==> src/hdl/tdma_window_scheduler_core_assert.svh <==
// Assertion macros for the scheduler RTL.
// Each use expands to one labeled concurrent assertion.
`ifndef TDMA_WINDOW_SCHEDULER_CORE_ASSERT_SVH
`define TDMA_WINDOW_SCHEDULER_CORE_ASSERT_SVH

// same-cycle implication
`define TWS_ASSERT_IMP(lbl, clk, rst_n, ante, cons) \
    lbl: assert property (@(posedge clk) disable iff (!(rst_n)) (ante) |-> (cons)) \
        else $error("tws: same-cycle check failed");

// next-cycle implication
`define TWS_ASSERT_NXT(lbl, clk, rst_n, ante, cons) \
    lbl: assert property (@(posedge clk) disable iff (!(rst_n)) (ante) |=> (cons)) \
        else $error("tws: next-cycle check failed");

`endif

==> src/hdl/tws_pkg.sv <==
`default_nettype none

package tws_pkg;

    // field widths
    localparam int CFG_W    = 16;   // config registers and heard fields
    localparam int NOW_W    = 32;   // input timestamp
    localparam int CYC_W    = 18;   // cycle length and anchor
    localparam int REM_W    = 19;   // signed remaining time
    localparam int IDX_W    = 3;    // config register index
    localparam int IN_DW    = 64;   // input tdata
    localparam int OUT_DW   = 40;   // output tdata

    // config register indexes
    localparam logic [IDX_W-1:0] CFG_OWN_WINDOW  = 3'd0;
    localparam logic [IDX_W-1:0] CFG_GAP         = 3'd1;
    localparam logic [IDX_W-1:0] CFG_MIN_WINDOW  = 3'd2;
    localparam logic [IDX_W-1:0] CFG_MAX_WINDOW  = 3'd3;
    localparam logic [IDX_W-1:0] CFG_INIT_PEER   = 3'd4;

    // reset values
    localparam logic [CFG_W-1:0] RST_OWN_WINDOW = 16'd250;
    localparam logic [CFG_W-1:0] RST_GAP        = 16'd50;
    localparam logic [CFG_W-1:0] RST_MIN_WINDOW = 16'd20;
    localparam logic [CFG_W-1:0] RST_MAX_WINDOW = 16'd2000;
    localparam logic [CFG_W-1:0] RST_INIT_PEER  = 16'd250;
    localparam logic [CYC_W-1:0] RST_CYCLE      = 18'd600;

    // item kinds
    localparam logic FUNC_QUERY  = 1'b0;
    localparam logic FUNC_UPDATE = 1'b1;

    // controller to datapath commands
    typedef struct packed {
        logic load_in;   // latch accepted input word
        logic prep;      // apply peer length, form dividends
        logic load_div;  // load remainder lanes
        logic step;      // one remainder bit
        logic fix;       // sign fix-up of remainders
        logic emit;      // write result register, commit anchor
    } t_cmd;

    // own + peer + 2 * gap, fits 18 bits
    function automatic logic [CYC_W-1:0] cycle_sum(input logic [CFG_W-1:0] own,
                                                   input logic [CFG_W-1:0] peer,
                                                   input logic [CFG_W-1:0] gap);
        logic [CYC_W-1:0] s;
        s = CYC_W'(own) + CYC_W'(peer) + (CYC_W'(gap) << 1);
        return s;
    endfunction

endpackage

`default_nettype wire

==> src/hdl/tws_rem.sv <==
`default_nettype none

// Bit-serial always-positive remainder of a signed word by the cycle length.
module tws_rem #(
    parameter int TIME_BITS = 32
) (
    input  wire logic                         i_clk,
    input  wire logic                         i_load,
    input  wire logic                         i_step,
    input  wire logic                         i_fix,
    input  wire logic [TIME_BITS-1:0]         i_dividend,
    input  wire logic [tws_pkg::CYC_W-1:0]    i_divisor,
    output logic      [tws_pkg::CYC_W-1:0]    o_result
);
    import tws_pkg::*;

    logic [TIME_BITS-1:0] r_quo;
    logic [CYC_W-1:0]     r_rem;
    logic                 r_neg;
    logic [CYC_W-1:0]     r_res;
    logic [CYC_W:0]       w_trial;
    logic [CYC_W-1:0]     n_rem;

    // restoring step: shift in next magnitude bit, subtract if it fits
    always_comb begin
        w_trial = {r_rem, r_quo[TIME_BITS-1]};
        if (w_trial >= {1'b0, i_divisor}) begin
            n_rem = CYC_W'(w_trial - {1'b0, i_divisor});
        end else begin
            n_rem = w_trial[CYC_W-1:0];
        end
    end

    always_ff @(posedge i_clk) begin
        if (i_load) begin
            r_neg <= i_dividend[TIME_BITS-1];
            r_quo <= i_dividend[TIME_BITS-1] ? (~i_dividend + TIME_BITS'(1)) : i_dividend;
            r_rem <= '0;
        end else if (i_step) begin
            r_quo <= r_quo << 1;
            r_rem <= n_rem;
        end
    end

    // negative dividend: remainder folds to divisor - r; zero divisor gives 0
    always_ff @(posedge i_clk) begin
        if (i_fix) begin
            if (i_divisor == '0) begin
                r_res <= '0;
            end else if (r_neg && (r_rem != '0)) begin
                r_res <= i_divisor - r_rem;
            end else begin
                r_res <= r_rem;
            end
        end
    end

    assign o_result = r_res;

endmodule

`default_nettype wire

==> src/hdl/tws_dp.sv <==
`default_nettype none

// Datapath: config and link state, dividend forming, two remainder lanes,
// result register.
module tws_dp #(
    parameter int TIME_BITS = 32
) (
    input  wire logic                         i_clk,
    input  wire logic                         i_rst_n,
    input  wire tws_pkg::t_cmd                i_cmd,
    input  wire logic [tws_pkg::IN_DW-1:0]    i_in_data,   // now, heard len, heard rem
    input  wire logic                         i_in_func,
    input  wire logic                         i_cfg_we,
    input  wire logic [tws_pkg::IDX_W-1:0]    i_cfg_index,
    input  wire logic [tws_pkg::CFG_W-1:0]    i_cfg_data,
    output logic      [tws_pkg::OUT_DW-1:0]   o_out_data   // send, own rem, peer rem, acc
);
    import tws_pkg::*;

    // config and link state; the initial peer length lands directly in r_peer
    logic [CFG_W-1:0] r_own, r_gap, r_min, r_max, r_peer;
    logic [CYC_W-1:0] r_cycle, r_anchor;

    // latched item
    logic                    r_func;
    logic signed [NOW_W-1:0] r_now;
    logic [CFG_W-1:0]        r_hlen, r_hrem;
    logic                    r_ok;

    // dividends
    logic [TIME_BITS-1:0] r_x_own, r_x_peer;
    logic [TIME_BITS-1:0] w_now_t;
    logic                 w_in_bounds;

    // lane results
    logic [CYC_W-1:0] w_dt_own, w_dt_peer;

    // result word
    logic             r_send, r_acc;
    logic [REM_W-1:0] r_own_rem, r_peer_rem;
    logic [REM_W-1:0] w_own_rem, w_peer_rem;

    assign w_now_t     = TIME_BITS'(r_now);
    assign w_in_bounds = (r_hlen >= r_min) && (r_hlen <= r_max);

    // state registers: config writes, peer length on update, anchor on emit
    always_ff @(posedge i_clk) begin
        if (!i_rst_n) begin
            r_own       <= RST_OWN_WINDOW;
            r_gap       <= RST_GAP;
            r_min       <= RST_MIN_WINDOW;
            r_max       <= RST_MAX_WINDOW;
            r_peer      <= RST_INIT_PEER;
            r_cycle     <= RST_CYCLE;
            r_anchor    <= '0;
        end else begin
            if (i_cfg_we) begin
                case (i_cfg_index)
                    CFG_OWN_WINDOW: begin
                        r_own   <= i_cfg_data;
                        r_cycle <= cycle_sum(i_cfg_data, r_peer, r_gap);
                    end
                    CFG_GAP: begin
                        r_gap   <= i_cfg_data;
                        r_cycle <= cycle_sum(r_own, r_peer, i_cfg_data);
                    end
                    CFG_MIN_WINDOW: r_min <= i_cfg_data;
                    CFG_MAX_WINDOW: r_max <= i_cfg_data;
                    CFG_INIT_PEER: begin
                        r_peer      <= i_cfg_data;
                        r_cycle     <= cycle_sum(r_own, i_cfg_data, r_gap);
                    end
                    default: ;
                endcase
            end
            if (i_cmd.prep && (r_func == FUNC_UPDATE) && w_in_bounds
                && (r_hlen != r_peer)) begin
                r_peer  <= r_hlen;
                r_cycle <= cycle_sum(r_own, r_hlen, r_gap);
            end
            if (i_cmd.emit && (r_func == FUNC_UPDATE)) begin
                r_anchor <= w_dt_own;
            end
        end
    end

    // input latch and dividend forming
    always_ff @(posedge i_clk) begin
        if (i_cmd.load_in) begin
            r_func <= i_in_func;
            r_now  <= i_in_data[NOW_W-1:0];
            r_hlen <= i_in_data[NOW_W+CFG_W-1:NOW_W];
            r_hrem <= i_in_data[NOW_W+2*CFG_W-1:NOW_W+CFG_W];
        end
        if (i_cmd.prep) begin
            r_ok <= (r_func == FUNC_UPDATE) && w_in_bounds;
            if (r_func == FUNC_UPDATE) begin
                r_x_own <= w_now_t + TIME_BITS'(r_hrem) + TIME_BITS'(r_gap);
            end else begin
                r_x_own <= w_now_t - TIME_BITS'(r_anchor);
            end
            r_x_peer <= w_now_t - TIME_BITS'(r_anchor) - TIME_BITS'(r_own) - TIME_BITS'(r_gap);
        end
    end

    // two lanes share the divisor; on update the first lane yields the anchor
    tws_rem #(.TIME_BITS(TIME_BITS)) u_rem_own (
        .i_clk      (i_clk),
        .i_load     (i_cmd.load_div),
        .i_step     (i_cmd.step),
        .i_fix      (i_cmd.fix),
        .i_dividend (r_x_own),
        .i_divisor  (r_cycle),
        .o_result   (w_dt_own)
    );

    tws_rem #(.TIME_BITS(TIME_BITS)) u_rem_peer (
        .i_clk      (i_clk),
        .i_load     (i_cmd.load_div),
        .i_step     (i_cmd.step),
        .i_fix      (i_cmd.fix),
        .i_dividend (r_x_peer),
        .i_divisor  (r_cycle),
        .o_result   (w_dt_peer)
    );

    // remaining time in each window
    assign w_own_rem  = REM_W'(r_own) - REM_W'(w_dt_own);
    assign w_peer_rem = REM_W'(r_peer) - REM_W'(w_dt_peer);

    // result register
    always_ff @(posedge i_clk) begin
        if (i_cmd.emit) begin
            if (r_func == FUNC_UPDATE) begin
                r_send     <= 1'b0;
                r_own_rem  <= '0;
                r_peer_rem <= '0;
            end else begin
                r_send     <= CYC_W'(r_own) > w_dt_own;
                r_own_rem  <= w_own_rem;
                r_peer_rem <= w_peer_rem;
            end
            r_acc <= r_ok;
        end
    end

    assign o_out_data = {r_acc, r_peer_rem, r_own_rem, r_send};

endmodule

`default_nettype wire

==> src/hdl/tws_ctrl.sv <==
`default_nettype none

`include "tdma_window_scheduler_core_assert.svh"

// Controller: sequences one item through the datapath, owns both handshakes.
module tws_ctrl #(
    parameter int TIME_BITS = 32
) (
    input  wire logic          i_clk,
    input  wire logic          i_rst_n,
    input  wire logic          i_s_tvalid,
    output logic               o_s_tready,
    output logic               o_m_tvalid,
    input  wire logic          i_m_tready,
    output tws_pkg::t_cmd      o_cmd
);
    import tws_pkg::*;

    localparam int CNT_W = $clog2(TIME_BITS);

    typedef enum logic [5:0] {
        S_IDLE = 6'b000001,
        S_PREP = 6'b000010,
        S_LOAD = 6'b000100,
        S_DIV  = 6'b001000,
        S_FIX  = 6'b010000,
        S_EMIT = 6'b100000
    } t_state;

    t_state           r_state, n_state;
    logic [CNT_W-1:0] r_cnt, n_cnt;
    logic             r_out_valid, n_out_valid;
    t_cmd             w_cmd;

    // next state and commands
    always_comb begin
        n_state     = r_state;
        n_cnt       = r_cnt;
        n_out_valid = r_out_valid && !i_m_tready;
        w_cmd       = '0;
        o_s_tready  = 1'b0;
        case (r_state)
            S_IDLE: begin
                o_s_tready    = 1'b1;
                w_cmd.load_in = i_s_tvalid;
                if (i_s_tvalid) begin
                    n_state = S_PREP;
                end
            end
            S_PREP: begin
                w_cmd.prep = 1'b1;
                n_state    = S_LOAD;
            end
            S_LOAD: begin
                w_cmd.load_div = 1'b1;
                n_cnt          = CNT_W'(TIME_BITS - 1);
                n_state        = S_DIV;
            end
            S_DIV: begin
                w_cmd.step = 1'b1;
                n_cnt      = r_cnt - CNT_W'(1);
                if (r_cnt == '0) begin
                    n_state = S_FIX;
                end
            end
            S_FIX: begin
                w_cmd.fix = 1'b1;
                n_state   = S_EMIT;
            end
            S_EMIT: begin
                // hold until the result register is free
                if (!r_out_valid || i_m_tready) begin
                    w_cmd.emit  = 1'b1;
                    n_out_valid = 1'b1;
                    n_state     = S_IDLE;
                end
            end
            default: n_state = S_IDLE;
        endcase
    end

    always_ff @(posedge i_clk) begin
        if (!i_rst_n) begin
            r_state     <= S_IDLE;
            r_cnt       <= '0;
            r_out_valid <= 1'b0;
        end else begin
            r_state     <= n_state;
            r_cnt       <= n_cnt;
            r_out_valid <= n_out_valid;
        end
    end

    assign o_m_tvalid = r_out_valid;
    assign o_cmd      = w_cmd;

    // an accepted word always moves on to preparation
    `TWS_ASSERT_NXT(a_accept_prep, i_clk, i_rst_n, i_s_tvalid && o_s_tready, r_state == S_PREP)
    // the last remainder step hands over to the fix-up
    `TWS_ASSERT_NXT(a_div_end, i_clk, i_rst_n, (r_state == S_DIV) && (r_cnt == '0), r_state == S_FIX)
    // a result is only written into a free result register
    `TWS_ASSERT_IMP(a_emit_free, i_clk, i_rst_n, w_cmd.emit, !r_out_valid || i_m_tready)
    // a fresh result follows an emit
    `TWS_ASSERT_IMP(a_valid_src, i_clk, i_rst_n, $rose(r_out_valid), $past(r_state) == S_EMIT)

endmodule

`default_nettype wire

==> src/hdl/tdma_window_scheduler_core.sv <==
`default_nettype none

// Channel   Dir  Handshake              Payload
// s (item)  in   i_s_tvalid/o_s_tready  tdata: now, heard len, heard rem; tuser: func
// m (rslt)  out  o_m_tvalid/i_m_tready  tdata: send, own rem, peer rem, length acc
// cfg       in   i_cfg_valid/o_cfg_ready index 0..4, 16-bit data
//
// An item steps through accept, prep, lane load, divide, fix-up and emit; the divide
// runs in the bit-serial remainder lanes, which retire one dividend bit per cycle.
// Reset is synchronous, active low; it loads the register defaults, a cycle of
// 600 ms and a zero anchor.
// A result waits in the output register while the next item is accepted and
// processed; that item only stalls at its final write if the result is still held.
// The config port is always ready and is meant to be written while no item is in flight.
module tdma_window_scheduler_core #(
    parameter int TIME_BITS = 32
) (
    input  wire logic                         i_clk,
    input  wire logic                         i_rst_n,
    // item input
    input  wire logic                         i_s_tvalid,
    output logic                              o_s_tready,
    input  wire logic [tws_pkg::IN_DW-1:0]    i_s_tdata,  // now_ms[31:0], heard_peer_window[47:32],
                                                          // heard_peer_remaining[63:48]
    input  wire logic                         i_s_tuser,  // func[0]
    // result output
    output logic                              o_m_tvalid,
    input  wire logic                         i_m_tready,
    output logic      [tws_pkg::OUT_DW-1:0]   o_m_tdata,  // send_allowed[0], own_remaining[19:1],
                                                          // peer_remaining[38:20],
                                                          // length_accepted[39]
    // config write
    input  wire logic                         i_cfg_valid,
    output logic                              o_cfg_ready,
    input  wire logic [tws_pkg::IDX_W-1:0]    i_cfg_index,
    input  wire logic [tws_pkg::CFG_W-1:0]    i_cfg_data
);
    import tws_pkg::*;

    t_cmd w_cmd;

    assign o_cfg_ready = 1'b1;

    tws_ctrl #(.TIME_BITS(TIME_BITS)) u_ctrl (
        .i_clk      (i_clk),
        .i_rst_n    (i_rst_n),
        .i_s_tvalid (i_s_tvalid),
        .o_s_tready (o_s_tready),
        .o_m_tvalid (o_m_tvalid),
        .i_m_tready (i_m_tready),
        .o_cmd      (w_cmd)
    );

    tws_dp #(.TIME_BITS(TIME_BITS)) u_dp (
        .i_clk       (i_clk),
        .i_rst_n     (i_rst_n),
        .i_cmd       (w_cmd),
        .i_in_data   (i_s_tdata),
        .i_in_func   (i_s_tuser),
        .i_cfg_we    (i_cfg_valid),
        .i_cfg_index (i_cfg_index),
        .i_cfg_data  (i_cfg_data),
        .o_out_data  (o_m_tdata)
    );

endmodule

`default_nettype wire
==> config.mk <==
export PLATFORM = sky130hd
export DESIGN_NAME = tdma_window_scheduler_core
export DESIGN_NICKNAME = d
export VERILOG_FILES = /design/src/hdl/tws_pkg.sv /design/src/hdl/tws_rem.sv /design/src/hdl/tws_dp.sv /design/src/hdl/tws_ctrl.sv /design/src/hdl/tdma_window_scheduler_core.sv
export VERILOG_INCLUDE_DIRS = /design/src /design/src/hdl
export SDC_FILE = /design/constraint.sdc
export NUM_CORES = 1
export LEC_CHECK = 0
export BUFFER_PORTS_ARGS = -buffer_cell sky130_fd_sc_hd__clkbuf_2
export CORE_ASPECT_RATIO = 0.9
export CORE_UTILIZATION = 45
export DETAILED_ROUTE_END_ITERATION = 7
export PLACE_DENSITY = 0.66
export SKIP_LAST_GASP = 1
export SLEW_MARGIN = 20
export SYNTH_ARGS = -nofsm -noshare
export SYNTH_HDL_FRONTEND = slang
export SYNTH_HIERARCHICAL = 1
export SYNTH_SLANG_ARGS = --single-unit
==> constraint.sdc <==
create_clock -name i_clk -period 4.4 [get_ports i_clk]
set_input_delay 1.32 -clock i_clk [delete_from_list [all_inputs] [get_ports i_clk]]
set_output_delay 1.32 -clock i_clk [all_outputs]
set_load 0.02 [all_outputs]
# Word-level counts from Yosys, hierarchy flattened
# Index checks and enable logic that the tools add are counted.
# W data, S select, Z words.
dict set report word_totals {
  reg_bits 436
  inputBits 89
  out_inout_bits 43
}
dict set report op_classes {
  addsub 22
  magnitude_cmp 5
  eq_ne 14
  mux 32
  bitwise 2
  n_reduce_logical 29
}
# op n
set ops {}
lappend ops {{$mux W32} 7}
lappend ops {{$mux W18} 6}
lappend ops {{$add A18 B17 Y18} 4}
lappend ops {{$sub A18 B18 Y18} 4}
lappend ops {{$add A16 B16 Y17} 4}
lappend ops {{$add A32 B1 Y32 const B} 2}
lappend ops {{$add A32 B16 Y32} 2}
lappend ops {{$not A32 Y32} 2}
lappend ops {{$sub A32 B16 Y32} 2}
lappend ops {{$pmux W18 S3} 1}
lappend ops {{$mux W16} 3}
lappend ops {{$ge A19 B18 Y1} 2}
lappend ops {{$sub A16 B18 Y19} 2}
lappend ops {{$pmux W6 S6} 1}
lappend ops {{$reduce_bool A18 Y1} 2}
lappend ops {{$sub A32 B18 Y32} 1}
lappend ops {{$gt A16 B18 Y1} 1}
lappend ops {{$logic_not A18 Y1} 1}
lappend ops {{$mux W6} 3}
lappend ops {{$ge A16 B16 Y1} 1}
lappend ops {{$le A16 B16 Y1} 1}
lappend ops {{$ne A16 B16 Y1} 1}
lappend ops {{$reduce_and A2 Y1} 6}
lappend ops {{$mux W1} 10}
lappend ops {{other kinds (21)} 35}

# Longest topological paths before layout
dict set report depth {
  depth_word 7
  mapped_depth 20
  ltp_nobuf 20
}

# By module
# Netlist, hierarchy kept.
# module instances cells_each area_each_um2 seq_area_each_um2
set modules_own_cells {}
lappend modules_own_cells {tws_dp 1 2140 20674.8 7427.1}
lappend modules_own_cells {{tws_rem (u_dp.u_rem_own)} 1 636 5481.5 1891.8}
lappend modules_own_cells {{tws_rem (u_dp.u_rem_peer)} 1 614 5435.2 1891.8}
lappend modules_own_cells {tws_ctrl 1 77 674.4 240.2}
lappend modules_own_cells {tdma_window_scheduler_core 1 2 11.3 0.0}

# Least setup slack after synthesis
# No wires, ideal clock.
dict set report synth_path {
  path_kind {register to register}
  startpoint {reg u_ctrl.r_state[0]}
  endpoint {reg u_dp.r_cycle[13]}
  setup_ns 0.074
  t_arrival_ns 4.805
  t_required_ns 4.326
  path_slack_ns -0.479
  path_stages_with_launch 11
  n_path_buf 2
  synth_period_minus_slack_ns 4.879
  cell_sequence {dfxtp_1 -> buf_4 -> nor2_1 -> nand2_1 -> nor2_1 -> nand2_1 -> or3_1 -> clkbuf_1 -> or2_2 -> or4_1 -> o21ai_0}
}
# item line
set synth_lines {}
lappend synth_lines {{start, declared} tws_ctrl.sv:30} ;# t_state r_state, n_state;
lappend synth_lines {{start signal, assigned} tws_ctrl.sv:88} ;# r_state <= n_state;
lappend synth_lines {{end signal, assigned} tws_dp.sv:61} ;# r_cycle <= cycle_sum(i_cfg_data, r_peer, r_gap);
lappend synth_lines {{end signal, assigned} tws_dp.sv:65} ;# r_cycle <= cycle_sum(r_own, r_peer, i_cfg_data);
lappend synth_lines {{end signal, assigned} tws_dp.sv:71} ;# r_cycle <= cycle_sum(r_own, i_cfg_data, r_gap);
lappend synth_lines {{end, declared} tws_dp.sv:22} ;# logic [CYC_W-1:0] r_cycle, r_anchor;

# Final worst setup path
dict set report layout_path {
  startpoint {reg u_dp.r_now[1]}
  endpoint {reg u_dp.r_x_peer[27] (data pin)}
}
dict set report layout_between {
  elab_chain_len 3
}
# item line
set layout_lines {}
lappend layout_lines {{start, declared} tws_dp.sv:26} ;# logic signed [NOW_W-1:0] r_now;
lappend layout_lines {{start signal, assigned} tws_dp.sv:91} ;# r_now <= i_in_data[NOW_W-1:0];
lappend layout_lines {{$sub A32 B18 Y32} tws_dp.sv:102} ;# r_x_peer <= w_now_t - TIME_BITS'(r_anchor) - TIME_BITS'(r_own) - TIME_BITS'(r_gap);
lappend layout_lines {{$sub A32 B16 Y32 (2 in series)} tws_dp.sv:102}
lappend layout_lines {{end signal, assigned} tws_dp.sv:102}
lappend layout_lines {{end, declared} tws_dp.sv:31} ;# logic [TIME_BITS-1:0] r_x_own, r_x_peer;
# Every way passes these cells.
# A chain may end at the register's enable or synchronous reset.

==> results.cfg <==
[run_status]
status = complete, but fails checks
violations = negative setup slack

[logic_synthesis]
yosysTopAreaCell = edfxtp_1
synth.area.mux_share_pct = 2.33
synth_compound_area_share_pct = 18.3
async_flop_share_pct = 0
yosysSeqAreaShare_pct = 35.5
synth_edf_count = 272
yosys.area_share.adder_pct = 16.4
ys.flop_type = edfxtp_1
syn_area_per_cell_um2 = 9.30
netlist_area_um2 = 32300
yosysWarnings = 6
synth_area_leaders = edfxtp_1 (25%), dfxtp_1 (10%), ha_1 (10%)
yosys.area_share.simple_pct = 15.8
synth_xor_area_share_pct = 7.08
synth-seq-cells = 436
yosysTopAreaCellShare_pct = 25.3
synth_nets = 3919
synth_top_family_by_area = compound AO/OA/AOI/OAI gates
ys_types = 109
syn_inst = 3469

[critical_path]
endpoint_kind = register
cp.required_ns = 4.75
rrSetupSlack_ns = -0.03
worstSetupStartpointType = register
arrival_ns = 4.77
reg2reg_from = u_dp/r_now[1]
crit_start = u_dp/r_now[1]
crit_path_max_fanout = 5
ff2ff_path_depth = 16
reg2reg_to = u_dp/r_x_peer[27]
critPathKind = register to register
crit_end = u_dp/r_x_peer[27]

[grt]
track_usage_pct = 25.9
grt_max_degree = 66
grt_pass1_vias = 25200
antenna_found_initial = 3
overflow = 0
grt_pass1_wl_mm = 147

[placement]
place.gp.congestion = 0.961
dp_hpwl_mm = 74.4
pre_cts_ws_ns = -0.208
placed_cells = 4580
io_buffer_count = 130

[cells_and_area]
fin_cells = 4684
final_cell_mix = nand2_1 (340), a21oi_1 (321), edfxtp_1 (272)
syn_to_final_growth_pct = 14.7
drive_above_1_share_pct = 14.2
layout_commonest_cell = nand2_1
fillers = 6433
nets = 4151

[cts]
h-tree-depth = 2
clockRootBuffer = clkbuf_16
clk_pin_slew_ns = 0.07
numClockSinks = 436
cts.path.max_buffers = 3
cts_tree = built
postCtsHoldBufs = 0
clock_latency_ns = 0.62
cts_made_buffers = 50

[sta]
period_minus_slack_ns = 4.43
worst_pin_slew_ns = 1.08
final-setup-viol-count = 3
hold_slack_ns = 0.453
hold_viol = 0
rsz0062_at_grt = yes
min_period_over_period_pct = 101
report.final.slew_viol_count = 0
fmaxAchievable_mhz = 226
slew_headroom_pct = 28.1
layout_setup_ws_ns = -0.0263
clock_skew_ns = 0.0246

[route]
initialDrtViolationCount = 2341
ant_nets = 0
via_per_inst = 5.78
routedWlPerCell_um = 20.6
drc = 0
wirelength_mm = 96.4
dr.pass1.iters = 5
vias = 27100

[die]
die_h_um = 256
num_rows = 92
ios = 132
dieArea_um2 = 72800
core_area_um2 = 70400
die_x_um = 284
initial_core_util_pct = 45.8

[pwr]
p_leak_nw = 14.8
power_density_nw_per_um2 = 335
total_power_w = 0.0124
peakVddDrop_mv = 0.268

[job]
max_cap_viol_count = 0

[hold_path]
min_path_type = register to register
-- through the flow --
step	TNS, ns	instance area, µm²	util (%)
floorplan	0	32300	-
global placement	-0.612	34900	49.6
detailed placement	-1.34	34900	49.6
CTS	-0.0697	36700	52.1
global route	-1.25	37000	52.6
finish	-0.0560	37000	52.6
-- layout make-up --
type                            instances  area [µm²]  area share (%)
Sequential cell                       436       11500            30.9
Clock buffer                           57        1290            3.48
Multi-Input combinational cell       2655       19800            53.5
Inverter                              259         972            2.63
Tap cell                              940        1180            3.18
Timing Repair Buffer                  299        1940            5.25
Clock inverter                         37         378            1.02
Antenna cell                            1        2.50         0.00676
-- how the worst min path moves through the flow --
stage,cells past startpoint,to,startpoint
after detailed placement,0,u_dp/r_acc,u_dp/r_ok
after floorplan,0,u_dp/r_acc,u_dp/r_ok
after global routing,0,u_dp/r_acc,u_dp/r_ok
after global placement,2,u_dp/r_min[10],u_dp/r_min[10]
after CTS,2,u_dp/r_max[14],u_dp/r_max[14]
final,2,u_dp/r_min[9],u_dp/r_min[9]
-- cell families (layout without fill, tap and decap cells) --
| kind of cell | Yosys count | count (layout) |
|---|---|---|
| xor gates and xnor gates | 261 | 261 |
| buffers and inverters | 378 | 652 |
| muxes | 73 | 73 |
| adders and majority gates | 361 | 361 |
| DFF | 436 | 436 |
| and+or+nand+nor | 1046 | 1046 |
| other | 1 | 2 |
| AOI/OAI and AO/OA | 913 | 913 |
-- repair_timing --
item | in CTS | in global routing
gates cloned | 0 | 0
setup endpoints to repair | 11 | 18
pin swaps | 14 | 22
gates resized for setup | 13 | 64
buffers inserted | 4 | 5
-- sequential cells by signal, summed over array words and instances (netlist names), 19 cells and up --
signal,cells
u_dp/r_peer_rem,19
u_dp/u_rem_peer/r_quo,32
u_dp/r_x_peer,32
u_dp/r_own_rem,19
u_dp/r_x_own,32
u_dp/u_rem_own/r_quo,32
u_dp/r_now,32
-- power breakdown --
part           internal [W]  switching, W  leakage [nW]
Clock               0.00247       0.00181         0.816
Combinational       0.00148       0.00188          10.1
Sequential          0.00454      0.000236          3.81
Total               0.00849       0.00393          14.8
-- critical path, cell delays in order, from the launching register on --
cell and delay, ns:
edfxtp_1 0.45, buf_4 0.18, fa_2 0.38, a211oi_4 0.26
o21ai_2 0.11, a41o_1 0.28, a31oi_4 0.19, fa_1 0.48
ha_4 0.28, a211oi_2 0.30, nand2b_1 0.15, o2111ai_4 0.20
a31o_2 0.19, o21a_1 0.16, and3_4 0.23, nand4_1 0.12
xor2_1 0.20
-- synthesized netlist by cell type, types with 16 or more instances --
cell / n
a31oi_1: 26
nor2b_1: 37
nand2_1: 341
o211ai_1: 47
o21ai_0: 129
dfxtp_1: 164
o21a_1: 33
or3_1: 25
o21ai_1: 19
mux2_2: 16
nor2_1: 272
nand3_1: 59
fa_1: 104
and2_1: 19
nor3_1: 60
o21bai_1: 17
nand4_1: 29
ha_1: 257
nand2b_1: 30
o31ai_1: 34
a211oi_1: 66
a21oi_1: 327
mux2i_1: 57
a21o_1: 66
clkbuf_1: 95
xnor2_1: 113
and3_1: 27
inv_1: 256
or2_2: 17
nor4_1: 38
edfxtp_1: 272
xor2_1: 148
-- per-layer routing --
layer,track usage [%],part of all wire (%),vias to the layer above
li1,-,-,13000
met1,38.4,47,13000
met2,38.7,43,939
met3,4.40,8.1,137
met4,6.68,2.3,0
met5,0,0,-
Note: power is estimated with default switching activity, not from simulation.
